[config.mk]
export PLATFORM = sky130hd
export DESIGN_NAME = grss_ctrl
export DESIGN_NICKNAME = d
export VERILOG_FILES = /design/src/rtl/core/grss_pkg.sv /design/src/rtl/core/grss_ctrl.sv
export SDC_FILE = /design/constraint.sdc
export NUM_CORES = 1
export LEC_CHECK = 0
export BUFFER_PORTS_ARGS = -buffer_cell sky130_fd_sc_hd__clkbuf_2
export CAP_MARGIN = 20
export CORE_MARGIN = 1
export CORE_UTILIZATION = 35
export DETAILED_ROUTE_END_ITERATION = 12
export GPL_TIMING_DRIVEN = 0
export HOLD_SLACK_MARGIN = 0.15
export PLACE_DENSITY = 0.59
export SYNTH_ARGS = -nofsm -noshare
export SYNTH_HDL_FRONTEND = slang
export SYNTH_SLANG_ARGS = --single-unit
[constraint.sdc]
create_clock -name clock -period 2.3 [get_ports clock]
set_input_delay 0.46 -clock clock [delete_from_list [all_inputs] [get_ports clock]]
set_output_delay 0.46 -clock clock [all_outputs]
set_load 0.005 [all_outputs]
[src/rtl/core/grss_pkg.sv]
// Shared types, codes and helpers for the gyro rolling-shutter shift block.
// No dependencies; imported by every module in rtl/core except grss_ram.
package grss_pkg;

   localparam int DIV_NUM_W = 51;   // divider dividend width
   localparam int DIV_DEN_W = 32;   // divider divisor width
   localparam int NUM_W     = 50;   // signed numerator width ahead of the divider

   localparam logic [6:0]  RST_NUM_DIV  = 7'd8;
   localparam logic [9:0]  RST_PERIOD   = 10'd33;
   localparam logic [15:0] RST_GAIN     = 16'd0;
   localparam logic        RST_VERT     = 1'b1;
   localparam logic [15:0] RST_MAX_DLY  = 16'd100;

   typedef enum logic [1:0] {
      ACT_LOAD  = 2'd0,
      ACT_CLEAR = 2'd1,
      ACT_FRAME = 2'd2,
      ACT_NONE  = 2'd3
   } action_type;

   typedef enum logic [2:0] {
      CSR_NUM_DIV = 3'd0,
      CSR_PERIOD  = 3'd1,
      CSR_GAIN    = 3'd2,
      CSR_VERT    = 3'd3,
      CSR_MAX_DLY = 3'd4
   } csr_idx_type;

   // what the shared divider is currently working on
   typedef enum logic [2:0] {
      OP_OFF  = 3'd0,
      OP_INTY = 3'd1,
      OP_INTZ = 3'd2,
      OP_SHX  = 3'd3,
      OP_SHY  = 3'd4
   } op_type;

   typedef struct packed {
      logic   load;
      logic   clear;
      logic   frame_start;
      logic   next_div;
      logic   scan_next;
      logic   latch_a;
      logic   set_fallback;
      logic   set_fail;
      logic   num_load;
      logic   div_start;
      logic   div_store;
      op_type op;
   } cmd_type;

   typedef struct packed {
      logic div_done;
      logic hist_empty;
      logic ge;
      logic k_first;
      logic k_last;
      logic fb_ok;
      logic last_div;
   } sts_type;

   function automatic logic signed [23:0] sat24(input logic signed [24:0] v);
      logic signed [23:0] r;
      if (v > 25'sd8388607) r = 24'sh7FFFFF;
      else if (v < -25'sd8388608) r = 24'sh800000;
      else r = v[23:0];
      return r;
   endfunction

endpackage

[src/rtl/core/grss_ctrl.sv]
// Controller: sequences loads, history scan and the divider passes per band.
// Depends on grss_pkg.
module grss_ctrl (
   input  logic              clock,
   input  logic              reset,
   input  logic              req_valid,
   input  logic [1:0]        req_action,
   output logic              req_stall,
   output logic              rsp_valid,
   input  logic              rsp_stall,
   input  grss_pkg::sts_type sts,
   output grss_pkg::cmd_type cmd
);
   import grss_pkg::*;

   typedef enum logic [6:0] {
      S_IDLE     = 7'b0000001,
      S_LD       = 7'b0000010,
      S_GO       = 7'b0000100,
      S_WAIT     = 7'b0001000,
      S_SCAN_RD  = 7'b0010000,
      S_SCAN_CHK = 7'b0100000,
      S_EMIT     = 7'b1000000
   } state_type;

   state_type state_ff, state_in;
   op_type    op_ff, op_in;

   always_comb begin
      state_in = state_ff;
      op_in    = op_ff;
      cmd      = '0;
      cmd.op   = op_ff;
      unique case (state_ff)
         S_IDLE: begin
            if (req_valid) begin
               unique case (action_type'(req_action))
                  ACT_LOAD:  cmd.load = 1'b1;
                  ACT_CLEAR: cmd.clear = 1'b1;
                  ACT_FRAME: begin
                     cmd.frame_start = 1'b1;
                     op_in    = OP_OFF;
                     state_in = S_LD;
                  end
                  default: ;
               endcase
            end
         end
         S_LD: begin
            cmd.num_load = 1'b1;
            state_in = S_GO;
         end
         S_GO: begin
            cmd.div_start = 1'b1;
            state_in = S_WAIT;
         end
         S_WAIT: begin
            if (sts.div_done) begin
               cmd.div_store = 1'b1;
               unique case (op_ff)
                  OP_OFF: begin
                     if (sts.hist_empty) begin
                        cmd.set_fail = 1'b1;
                        state_in = S_EMIT;
                     end else begin
                        state_in = S_SCAN_RD;
                     end
                  end
                  OP_INTY: begin
                     op_in = OP_INTZ;
                     state_in = S_LD;
                  end
                  OP_INTZ: begin
                     op_in = OP_SHX;
                     state_in = S_LD;
                  end
                  OP_SHX: begin
                     op_in = OP_SHY;
                     state_in = S_LD;
                  end
                  default: state_in = S_EMIT;
               endcase
            end
         end
         S_SCAN_RD: state_in = S_SCAN_CHK;
         S_SCAN_CHK: begin
            if (sts.ge) begin
               if (sts.k_first) begin
                  cmd.set_fail = 1'b1;
                  state_in = S_EMIT;
               end else begin
                  cmd.latch_a = 1'b1;
                  op_in = OP_INTY;
                  state_in = S_LD;
               end
            end else if (sts.k_last) begin
               // nothing at or after the band time: fall back to newest sample
               if (sts.fb_ok) begin
                  cmd.set_fallback = 1'b1;
                  op_in = OP_SHX;
                  state_in = S_LD;
               end else begin
                  cmd.set_fail = 1'b1;
                  state_in = S_EMIT;
               end
            end else begin
               cmd.scan_next = 1'b1;
               state_in = S_SCAN_RD;
            end
         end
         S_EMIT: begin
            if (!rsp_stall) begin
               if (sts.last_div) begin
                  state_in = S_IDLE;
               end else begin
                  cmd.next_div = 1'b1;
                  op_in = OP_OFF;
                  state_in = S_LD;
               end
            end
         end
         default: state_in = S_IDLE;
      endcase
   end

   always_ff @(posedge clock) begin
      if (reset) begin
         state_ff <= S_IDLE;
         op_ff    <= OP_OFF;
      end else begin
         state_ff <= state_in;
         op_ff    <= op_in;
      end
   end

   assign req_stall = (state_ff != S_IDLE);
   assign rsp_valid = (state_ff == S_EMIT);
endmodule

=== Word-level counts from Yosys, hierarchy flattened ===
Cells that the tools add are included.

* Eq/ne operators: 22
* Muxes and demuxes: 50
* Reductions and logical operators: 6

{| class="wikitable"
|+ Operators by type and width
! operator !! number
|-
| 7-bit two-way mux || 9
|-
| 7-bit one-hot mux with 7 select lines || 1
|-
| 3-bit two-way mux || 12
|-
| 1-bit two-way mux || 22
|-
| 7-bit one-hot mux with 2 select lines || 1
|-
| 3-bit one-hot mux with 4 select lines || 1
|-
| 10-bit AND reduction || 1
|-
| 3-bit != test (second input constant) || 3
|-
| 3-bit one-hot mux with 3 select lines || 1
|-
| 2-bit != test (second input constant) || 4
|-
| 7-bit by 1-bit equality test with 1-bit output (second input constant) || 1
|-
| 7-bit by 2-bit equality test with 1-bit output (second input constant) || 1
|-
| 7-bit by 3-bit equality test with 1-bit output (second input constant) || 1
|-
| 7-bit by 4-bit equality test with 1-bit output (second input constant) || 1
|-
| 7-bit by 5-bit equality test with 1-bit output (second input constant) || 1
|-
| 7-bit by 6-bit equality test with 1-bit output (second input constant) || 1
|-
| 7-bit equality test (second input constant) || 1
|-
| 7-bit by 1-bit != test with 1-bit output (second input constant) || 1
|-
| 3-bit by 2-bit equality test with 1-bit output (second input constant) || 2
|-
| 2-bit two-way mux || 2
|-
| 4-bit by 1-bit != test with 1-bit output (second input constant) || 1
|-
| 4-bit AND reduction || 1
|-
| 4-bit nonzero test || 1
|-
| 3-bit by 1-bit equality test with 1-bit output (second input constant) || 1
|-
| other kinds (7) || 7
|}

* Register bits after elaboration: 10
* Bits of input ports: 13

=== Logic depth before layout (Yosys ltp) ===
Gate-level depths: netlist (run 1).

* Depth after elaboration: 5
* Depth in mapped cells: 7
* Depth with buffers taken out: 5

=== Least setup slack after synthesis (run 1) ===
Ideal clock, no wire load.

* Path type: register to output
* Start: register state_ff[4]
* End: output cmd[9] in the netlist's numbering
* Arrival: 1310 ps
* Required time: 1840 ps
* Setup slack: 530 ps
* Cell stages (with the launch flop): 5
* Cells stage by stage: dfxtp_1 > nor4_2 > nand3_1 > or3_1 > inv_1

{| class="wikitable"
|+ RTL lines
! element !! RTL line !! source
|-
| from (decl) || grss_ctrl.sv:26 || <nowiki>state_type state_ff, state_in;</nowiki>
|-
| from (signal assigned) || grss_ctrl.sv:131 || <nowiki>state_ff <= state_in;</nowiki>
|-
| to (decl) || grss_ctrl.sv:12 || <nowiki>output grss_pkg::cmd_type cmd</nowiki>
|}

==> results of run 1 <==
power by group:
group	total [uW]	switching (uW)	internal (uW)
Sequential	226	32.7	193
Combinational	257	141	116
Clock	164	67.6	96.3
Total	647	241	406
layout make-up:
| class | instances | area, sq um | share of cell area |
|---|---|---|---|
| multi-input cells | 85 | 582 | 0.533 |
| flip-flops and latches | 10 | 206 | 0.189 |
| repair buffers | 33 | 180 | 0.165 |
| clock buffers | 4 | 36.3 | 0.0333 |
| well taps | 27 | 33.8 | 0.0310 |
| plain buffers | 4 | 30.0 | 0.0275 |
| inverters | 6 | 22.5 | 0.0206 |
per-layer routing:
metal	GRT usage	vias up	wire, microns
met5	0	-	0
met4	0.0857	0	25
met3	0.0216	3	102
met2	0.306	35	1050
met1	0.214	417	964
li1	-	470	-
flip-flops by register name, summed over array words and instances, names as in the netlist:
| name | flops |
|---|---|
| state_ff | 7 |
| op_ff | 3 |
worst min-delay path, cell delays in order:
cell	delay, ns
sky130_fd_sc_hd__clkbuf_2	0.10
sky130_fd_sc_hd__nand3b_1	0.10
sky130_fd_sc_hd__a21oi_1	0.06
cells in the mapped netlist (all sizes together) (2+ instances only):
library cell,instances,area share
o21ai,2,0.013
o22ai,3,0.024
a21oi,6,0.038
nor4b,4,0.052
nor2b,3,0.024
a22oi,2,0.019
nand2,4,0.019
nand3b,3,0.028
or3,2,0.017
inv,6,0.028
buf,3,0.019
nand3,5,0.031
xor2,2,0.022
nor2,15,0.071
nand2b,2,0.016
nor4,5,0.066
o21bai,2,0.019
nor3,9,0.057
dfxtp,10,0.25
nor3b,2,0.019
what timing repair did:
| action | CTS | global route |
|---|---|---|
| setup buffers | 0 | 6 |
| endpoints found under the setup margin | 2 | 3 |
| pin swaps | 0 | 3 |
| gates resized for setup | 2 | 12 |
stage by stage:
stage	instance area, sq um	power, uW
3_3_place_gp	965	472
6_report	1090	647
5_1_grt	1090	693
2_1_floorplan	796	400
4_1_cts	1010	643
3_5_place_dp	965	474
layout by cell type (no fill, tap or decap), drive strengths merged, types with 3 or more instances in the layout:
master / n
a21oi: 6
buf: 8
clkbuf: 32
dfxtp: 10
inv: 6
nand2: 4
nand3: 5
nand3b: 3
nor2: 15
nor2b: 3
nor3: 9
nor4: 5
nor4b: 4
o22ai: 3
worst paths after layout:
path,start,to,slack (ns)
setup / recovery,state_ff[0]$_SDFFE_PP1P_,cmd[9],0.10
setup reg to reg,state_ff[4]$_SDFFE_PP0P_,state_ff[0]$_SDFFE_PP1P_,0.45
hold / removal,sts[5],state_ff[4]$_SDFFE_PP0P_,0.49
hold reg to reg,state_ff[1]$_SDFFE_PP0P_,state_ff[3]$_SDFFE_PP0P_,0.54
logic make-up after synthesis:
group,count (synthesis)
simple gates,59
compound gates,24
buf+inv,11
flops,10
xor+xnor,2
==> results_dict.tcl, run 1 <==
set metrics [dict create \
    antenna_found_initial 0 \
    cp_num_cells 5 \
    r2r_depth 5 \
    drt.antenna.violating_nets 0 \
    slew_headroom 0.715 \
    tns_ns 0 \
    numPlacedInstances 160 \
    synthCells 106 \
    cts_root_buf "sky130_fd_sc_hd__clkbuf_4" \
    worstMarginPinSlew_ns 0.428 \
    grt_start_max_net_pins 11 \
    status "complete, no violations" \
    timing.critical_path.slowest_cell_delay_ns 0.38 \
    wire_per_inst_microns 12.7 \
    floorplan.core_area_sq_um 2040 \
    mappedNetlistNets 119 \
    power-per-cell-area_nw_per_um2 593 \
    track_usage 0.177 \
    synth_cell_types 40 \
    min_period_over_period 0.956 \
    setup.worst_path.start_class "flop" \
    drt_pass1_iterations 4 \
    wire_length_of_the_first_global_routing_pass_mm 3.38 \
    layout-area-overhead-vs-synth_pct 37.1 \
    whs_path_depth 3 \
    design.die.area_sq_um 2470 \
    period_needed_ns 2.20 \
    worst_slack_ns 0.102 \
    dr_vias 925 \
    crit_arrival_ns 1.74 \
    cts-hold-fix-buffers 0 \
    path_delay_family "simple AND/OR/NAND/NOR gates" \
    layout.nets 156 \
    max-vdd-ir-drop_mv 0.412 \
    data_required_time_of_the_worst_path_ns 1.84 \
    clk_latency_ns 0.28 \
    finalCoreUtilization 0.534 \
    postSynth.topFlopCell "sky130_fd_sc_hd__dfxtp_1" \
    critical_path.n_buffers_inverters 2 \
    chipWidth_microns 49.7 \
    ys.warnings.count 0 \
    worst_setup_hold_path_clk_slew_ns 0.07 \
    mean_number_of_vias_per_cell 5.47 \
    cts_tree "yes" \
    finalHoldViolCount 0 \
    cts-root-to-sink-buffers 2 \
    initial_utilization 0.390 \
    cts.htree.levels 1 \
    holdWs_ns 0.492 \
    synth_xor_xnor_area_share 0.0220 \
    drt_iter0_markers 34 \
    pin_count 29 \
    placement_rows 16 \
    part_of_the_yosys_area_used_for_sequential_elements 0.252 \
    route.final.wire_length_mm 2.14 \
    cts_inserted_buffers 3 \
    setup.worst_path.class "reg -> out" \
    synth_edf_count 0 \
    n_antenna_cell 0 \
    crit_path_cell_trace "nor4_4 -> nand3_2 -> or3_4 -> inv_1 -> clkbuf_2" \
    fmaxAchievable_mhz 455 \
    die_height_microns 49.7 \
    netlist_area_sq_um 796 \
    final-instance-count-excl-fill 169 \
    globalRoute.totalOverflow 0 \
    portBuffers 27 \
    timing.critical_path.slowest_stage_cell "sky130_fd_sc_hd__or3_4" \
    number_of_maximum_capacitance_violations 0 \
    grt_pass1_vias 789 \
    synth_top_family_by_area "simple AND/OR/NAND/NOR gates" \
    synth_area_in_compound_gates 0.211 \
    area_fraction_in_and_or_nand_and_nor_cells_after_synthesis 0.451 \
    synth.mux.area_fraction 0 \
    worst_hold_path_type "in -> reg" \
    num-fill-cells 212 \
    leakage_power_uw 0.000488 \
    cts_num_sinks 10 \
    setup-violations-final 0 \
    fraction_of_final_layout_cells_sized_beyond_drive_strength_1 0.387 \
    rsz0062_at_grt "no" \
    synthAdderAreaFrac 0 \
    critical_path.endpoint_type "primary output" \
    ys_async_sr_fraction 0 \
    synth_seq_cells 10 \
    worstPathMaxFanout 7 \
    place_worst_setup_slack_ns 0.207 \
    maxSlewViolCount 0 \
    fin_skew_ns 0.00708 \
    drt_drc_violations_left 0 \
    place_hpwl_mm 1.63 \
    synth.avg_cell_area_sq_um 7.51 \
    gp_routability_congestion 0.819 \
]
(Power assumes the default switching activity.)
==> run 2, diff against run 1 <==
--- a/config.mk
+++ b/config.mk
@@ -10,7 +10,7 @@
 export CORE_MARGIN = 1
 export CORE_UTILIZATION = 35
 export DETAILED_ROUTE_END_ITERATION = 12
-export GPL_TIMING_DRIVEN = 0
+export GPL_TIMING_DRIVEN = 1
 export HOLD_SLACK_MARGIN = 0.15
 export PLACE_DENSITY = 0.59
 export SYNTH_ARGS = -nofsm -noshare
==> run 2 against run 1 <==
  * Sequential share of layout area up 1.0 points
  * Clock skew down 0.0065 ns
  * Clock-buffer cell count unchanged
  * Wire length down 3.2%
  * Fmax down 1.3%
  * Worst hold slack worse by 0.012 ns
  * Power down 0.19%
  * Register-to-register slack better by 0.05 ns
  * Clock power about the same
  * Global-route usage up 0.41 points
  * Critical path type unchanged
  * Critical endpoint unchanged
==> results_dict.tcl, run 2 (same netlist as run 1, synthesis figures left out) <==
set metrics [dict create \
    cts.htree.levels 1 \
    cts_num_sinks 10 \
    globalRoute.totalOverflow 0 \
    r2r_depth 5 \
    maxSlewViolCount 0 \
    numPlacedInstances 157 \
    initial_utilization 0.390 \
    max-vdd-ir-drop_mv 0.370 \
    fraction_of_final_layout_cells_sized_beyond_drive_strength_1 0.306 \
    clk_latency_ns 0.27 \
    status "complete, no violations" \
    min_period_over_period 0.969 \
    critical_path.reg2reg.startpoint "state_ff[4]$_SDFFE_PP0P_" \
    fmaxAchievable_mhz 449 \
    power-per-cell-area_nw_per_um2 642 \
    cts-hold-fix-buffers 0 \
    design.die.area_sq_um 2470 \
    mean_number_of_vias_per_cell 5.60 \
    final-instance-count-excl-fill 161 \
    worstMarginPinSlew_ns 0.442 \
    number_of_maximum_capacitance_violations 0 \
    flop_to_flop_setup_slack_ns 0.50 \
    cts_root_buf "sky130_fd_sc_hd__clkbuf_4" \
    period_needed_ns 2.23 \
    place_hpwl_mm 1.65 \
    place_worst_setup_slack_ns 0.287 \
    critical_path.endpoint_type "primary output" \
    setup-violations-final 0 \
    layout_commonest_cell "sky130_fd_sc_hd__clkbuf_2" \
    n_antenna_cell 0 \
    max_flop_register "state_ff" \
    holdPathEnd "state_ff[6]$_SDFFE_PP0P_" \
    worst_slack_ns 0.0716 \
    cts_tree "yes" \
    setup.worst_path.start_class "flop" \
    cts-root-to-sink-buffers 2 \
    drt_iter0_markers 11 \
    chipWidth_microns 49.7 \
    cts_inserted_buffers 3 \
    largest_register_ff_count 7 \
    dr_vias 901 \
    wire_length_of_the_first_global_routing_pass_mm 3.40 \
    largest_registers "state_ff: 7 flops, op_ff: 3 flops" \
    crit_arrival_ns 1.77 \
    worst_setup_hold_path_clk_slew_ns 0.07 \
    worstPathMaxFanout 7 \
    min_from "reset" \
    grt_pass1_vias 795 \
    worstReg2RegEnd "state_ff[0]$_SDFFE_PP1P_" \
    top_library_cells_by_usage_in_the_layout_fill_and_taps_aside "sky130_fd_sc_hd__clkbuf_2 (28), sky130_fd_sc_hd__nor2_1 (15), sky130_fd_sc_hd__dfxtp_1 (10)" \
    placement_rows 16 \
    die_height_microns 49.7 \
    drt_pass1_iterations 4 \
    setup.worst_path.class "reg -> out" \
    gp_routability_congestion 0.811 \
    data_required_time_of_the_worst_path_ns 1.84 \
    slew_headroom 0.704 \
    floorplan.core_area_sq_um 2040 \
    finalHoldViolCount 0 \
    track_usage 0.181 \
    drt_drc_violations_left 0 \
    tns_ns 0 \
    wire_per_inst_microns 12.9 \
    drt.antenna.violating_nets 0 \
    finalCoreUtilization 0.492 \
    rsz0062_at_grt "yes" \
    power.total_uw 646 \
    portBuffers 28 \
    worst_hold_path_type "in -> reg" \
    layout-area-overhead-vs-synth_pct 26.3 \
    layout.nets 148 \
    leakage_power_uw 0.000446 \
    grt_start_max_net_pins 11 \
    whs_path_depth 2 \
    pin_count 29 \
    route.final.wire_length_mm 2.07 \
    cts_setup_buffers 0 \
    antenna_found_initial 0 \
    fin_skew_ns 0.000546 \
]
[run 2: metal layers]
layer	vias to the layer above	track usage	share of wire
li1	460	-	-
met1	410	0.211	0.45
met2	26	0.313	0.47
met3	5	0.0278	0.053
met4	0	0.100	0.024
met5	-	0	0
[run 2: area by class of cell]
type	instances	area, sq um
Clock buffer	4	36.3
Tap cell	27	33.8
Inverter	6	22.5
Sequential cell	10	200
Multi-Input combinational cell	85	564
Fill cell	237	1040
Timing Repair Buffer	29	148
[run 2: power breakdown]
part	leakage (uW)	internal (uW)	switching, uW
Sequential	0.0000812	192	33.1
Combinational	0.000344	113	145
Clock	0.0000210	96.4	65.9
[run 2: what timing repair did]
| action | in CTS | in global routing |
|---|---|---|
| resized for setup | 1 | 2 |
| endpoints found under the hold margin | 0 | 0 |
| setup endpoints to repair | 1 | 3 |
[run 2: critical path, stage by stage (launching register included)]
cell and delay, ns:
sky130_fd_sc_hd__dfxtp_1 0.40, sky130_fd_sc_hd__nor4_4 0.37, sky130_fd_sc_hd__nand3_2 0.20, sky130_fd_sc_hd__or3_1 0.36, sky130_fd_sc_hd__inv_1 0.06, sky130_fd_sc_hd__clkbuf_2 0.10
[run 2: worst max-delay path by stage]
stage	start	to	slack [ns]	cells past startpoint
floorplan	state_ff[4]$_SDFFE_PP0P_	cmd[9]	0.53	4
global placement	state_ff[0]$_SDFFE_PP1P_	cmd[9]	0.31	5
detailed placement	state_ff[4]$_SDFFE_PP0P_	cmd[9]	0.29	5
CTS	state_ff[0]$_SDFFE_PP1P_	cmd[9]	0.02	5
global route	state_ff[0]$_SDFFE_PP1P_	cmd[9]	-0.03	5
finish	state_ff[0]$_SDFFE_PP1P_	cmd[9]	0.07	5
[run 2: metrics by stage]
step	instance area, sq um	hold WS, ns
2_1_floorplan	796	0.491
3_5_place_dp	948	0.518
4_1_cts	990	0.467
5_1_grt	1000	0.492
3_3_place_gp	948	0.527
6_report	1000	0.480
==> run 3, diff against run 2 <==
--- a/config.mk
+++ b/config.mk
@@ -5,6 +5,7 @@
 export SDC_FILE = /design/constraint.sdc
 export NUM_CORES = 1
 export LEC_CHECK = 0
+export ABC_AREA = 1
 export BUFFER_PORTS_ARGS = -buffer_cell sky130_fd_sc_hd__clkbuf_2
 export CAP_MARGIN = 20
 export CORE_MARGIN = 1
==> run 3 against run 2 <==
  * Cell area down 1.5%
  * Cell count up 19%
  * Fmax up 16%
  * Synthesized cell count up 26%
  * Clock-buffer cell count unchanged
  * Worst setup slack better by 0.31 ns
  * Sequential share of layout area up 0.30 points
  * Highest routed layer unchanged
  * Critical path type unchanged
==> results_dict.tcl, run 3 <==
set metrics [dict create \
    setup-violations-final 0 \
    leading_area_contributor_after_synthesis "sky130_fd_sc_hd__dfxtp_1" \
    top_library_cells_by_usage_in_the_layout_fill_and_taps_aside "sky130_fd_sc_hd__nand2_1 (33), sky130_fd_sc_hd__clkbuf_2 (28), sky130_fd_sc_hd__inv_1 (21)" \
    synthAdderAreaFrac 0 \
    cts_tree "yes" \
    cts_repair_resize_count 0 \
    worstMarginPinSlew_ns 0.420 \
    crit_arrival_ns 1.46 \
    number_of_maximum_capacitance_violations 0 \
    cts-root-to-sink-buffers 2 \
    globalRoute.totalOverflow 0 \
    netlist_area_sq_um 791 \
    mean_number_of_vias_per_cell 4.61 \
    n_antenna_cell 0 \
    setup.worst_path.class "reg -> out" \
    pin_count 29 \
    cts_inserted_buffers 3 \
    die_height_microns 49.5 \
    track_usage 0.165 \
    power.total_uw 742 \
    critical_path.endpoint_type "primary output" \
    drt_pass1_iterations 4 \
    area_fraction_in_and_or_nand_and_nor_cells_after_synthesis 0.543 \
    slew_headroom 0.719 \
    wire_length_of_the_first_global_routing_pass_mm 3.14 \
    numPlacedInstances 188 \
    part_of_the_yosys_area_used_for_sequential_elements 0.253 \
    worst_setup_hold_path_clk_slew_ns 0.08 \
    synthDominantCellAreaShare 0.253 \
    dr_vias 886 \
    route.final.wire_length_mm 1.90 \
    fraction_of_final_layout_cells_sized_beyond_drive_strength_1 0.321 \
    synth.avg_cell_area_sq_um 5.90 \
    placement_rows 16 \
    finalHoldViolCount 0 \
    max-vdd-ir-drop_mv 0.417 \
    fin_skew_ns 0.00859 \
    synthCells 134 \
    fin_area_sq_um 990 \
    drt_drc_violations_left 0 \
    final-instance-count-excl-fill 192 \
    wire_per_inst_microns 9.88 \
    cts_num_sinks 10 \
    synth_top_family_by_area "simple AND/OR/NAND/NOR gates" \
    cts.htree.levels 1 \
    synth_area_in_compound_gates 0.0665 \
    layout-area-overhead-vs-synth_pct 25.2 \
    status "complete, no violations" \
    chipWidth_microns 49.5 \
    mappedNetlistNets 147 \
    netlist_top_cells_area "sky130_fd_sc_hd__dfxtp_1 (25%), sky130_fd_sc_hd__nand2_1 (16%), sky130_fd_sc_hd__inv_1 (10%)" \
    portBuffers 28 \
    place_hpwl_mm 1.60 \
    cts_setup_buffers 0 \
    clk_latency_ns 0.27 \
    maxSlewViolCount 0 \
    rsz0062_at_grt "no" \
    period_needed_ns 1.92 \
    grt_pass1_vias 789 \
    gp_routability_congestion 0.796 \
    initial_utilization 0.387 \
    synth_edf_count 0 \
    grt_start_max_net_pins 12 \
    largest_registers "state_ff: 7 flops, op_ff: 3 flops" \
    max_flop_register "state_ff" \
    yosysMostFrequentCell "sky130_fd_sc_hd__nand2_1" \
    layout.nets 179 \
    antenna_found_initial 0 \
    worst_hold_path_type "in -> reg" \
    synth.mux.area_fraction 0 \
    drt.antenna.violating_nets 0 \
    design.die.area_sq_um 2450 \
    synth_seq_cells 10 \
    cts_root_buf "sky130_fd_sc_hd__clkbuf_4" \
    drt_iter0_markers 19 \
    layout_commonest_cell "sky130_fd_sc_hd__nand2_1" \
    fmaxAchievable_mhz 521 \
    synth_cell_types 20 \
    ys_async_sr_fraction 0 \
    post_synth_most_frequent_cells "sky130_fd_sc_hd__nand2_1 (33), sky130_fd_sc_hd__inv_1 (21), sky130_fd_sc_hd__nor2_1 (20)" \
    ys.warnings.count 0 \
    synth_xor_xnor_area_share 0 \
    worstPathMaxFanout 6 \
    setup.worst_path.start_class "flop" \
    tns_ns 0 \
    place_area_sq_um 953 \
    data_required_time_of_the_worst_path_ns 1.84 \
    power-per-cell-area_nw_per_um2 750 \
    cts-hold-fix-buffers 0 \
    postSynth.topFlopCell "sky130_fd_sc_hd__dfxtp_1" \
    leakage_power_uw 0.000566 \
    floorplan.core_area_sq_um 2040 \
    largest_register_ff_count 7 \
    min_period_over_period 0.834 \
]
run 3: changes by cell type in the layout (fill, tap and decap cells not counted), moves of 5 or more:
cell / before / now
sky130_fd_sc_hd__nand3_1: 4 / 12
sky130_fd_sc_hd__inv_2: 0 / 5
sky130_fd_sc_hd__nor2_2: 0 / 5
sky130_fd_sc_hd__inv_1: 6 / 21
sky130_fd_sc_hd__nand2_1: 4 / 33
sky130_fd_sc_hd__nor3_1: 9 / 2
sky130_fd_sc_hd__nor2_1: 15 / 20
run 3: final timing paths:
check / from / to / slack, ns / depth (start not counted)
max: state_ff[5]$_SDFFE_PP0P_ / cmd[6] / 0.38 / 8
min: reset / state_ff[4]$_SDFFE_PP0P_ / 0.45 / 2
max reg2reg: state_ff[0]$_SDFFE_PP1P_ / op_ff[2]$_SDFFE_PP0P_ / 0.82 / 9
min reg2reg: op_ff[1]$_SDFFE_PP0P_ / op_ff[1]$_SDFFE_PP0P_ / 0.55 / 2
run 3: power by group:
part / internal, uW / switching (uW)
Combinational: 129 / 209
Sequential: 205 / 34.8
Clock: 96.1 / 68.9
Total: 430 / 313
run 3: cell families (layout without fill, tap and decap cells):
kind of cell,count (synthesis),in the layout
AOI/OAI and AO/OA,10,10
buffers and inverters,27,58
and+or+nand+nor,87,87
DFF,10,10
run 3: routing by layer:
metal  vias up  part of all wire  track usage
met2        25              0.48        0.300
li1        476                 -            -
met3         2             0.055       0.0185
met1       383              0.46        0.199
met4         0            0.0063       0.0571
met5         -                 0            0
run 3: area by class of cell:
type,instances,area (sq um)
Fill cell,230,1050
Multi-Input combinational cell,97,482
Sequential cell,10,200
Timing Repair Buffer,28,140
Inverter,26,97.6
Clock buffer,4,36.3
Tap cell,27,33.8
run 3: through the flow:
| step | hold slack, ns | setup slack (ns) | util |
|---|---|---|---|
| global route | 0.462 | 0.257 | 0.485 |
| detailed placement | 0.545 | 0.683 | 0.467 |
| CTS | 0.451 | 0.373 | 0.485 |
| global placement | 0.535 | 0.695 | 0.467 |
| floorplan | 0.517 | 0.875 | - |
| finish | 0.454 | 0.381 | 0.485 |
run 3: critical path, cell delays in order, from the launching register on:
cell and delay, ns:
sky130_fd_sc_hd__dfxtp_1 0.32, sky130_fd_sc_hd__inv_2 0.07, sky130_fd_sc_hd__nand2_2 0.08, sky130_fd_sc_hd__nor2_4 0.16, sky130_fd_sc_hd__nand2_1 0.16, sky130_fd_sc_hd__nor2_1 0.16, sky130_fd_sc_hd__nand2_1 0.07, sky130_fd_sc_hd__nand2_1 0.06
sky130_fd_sc_hd__clkbuf_2 0.11
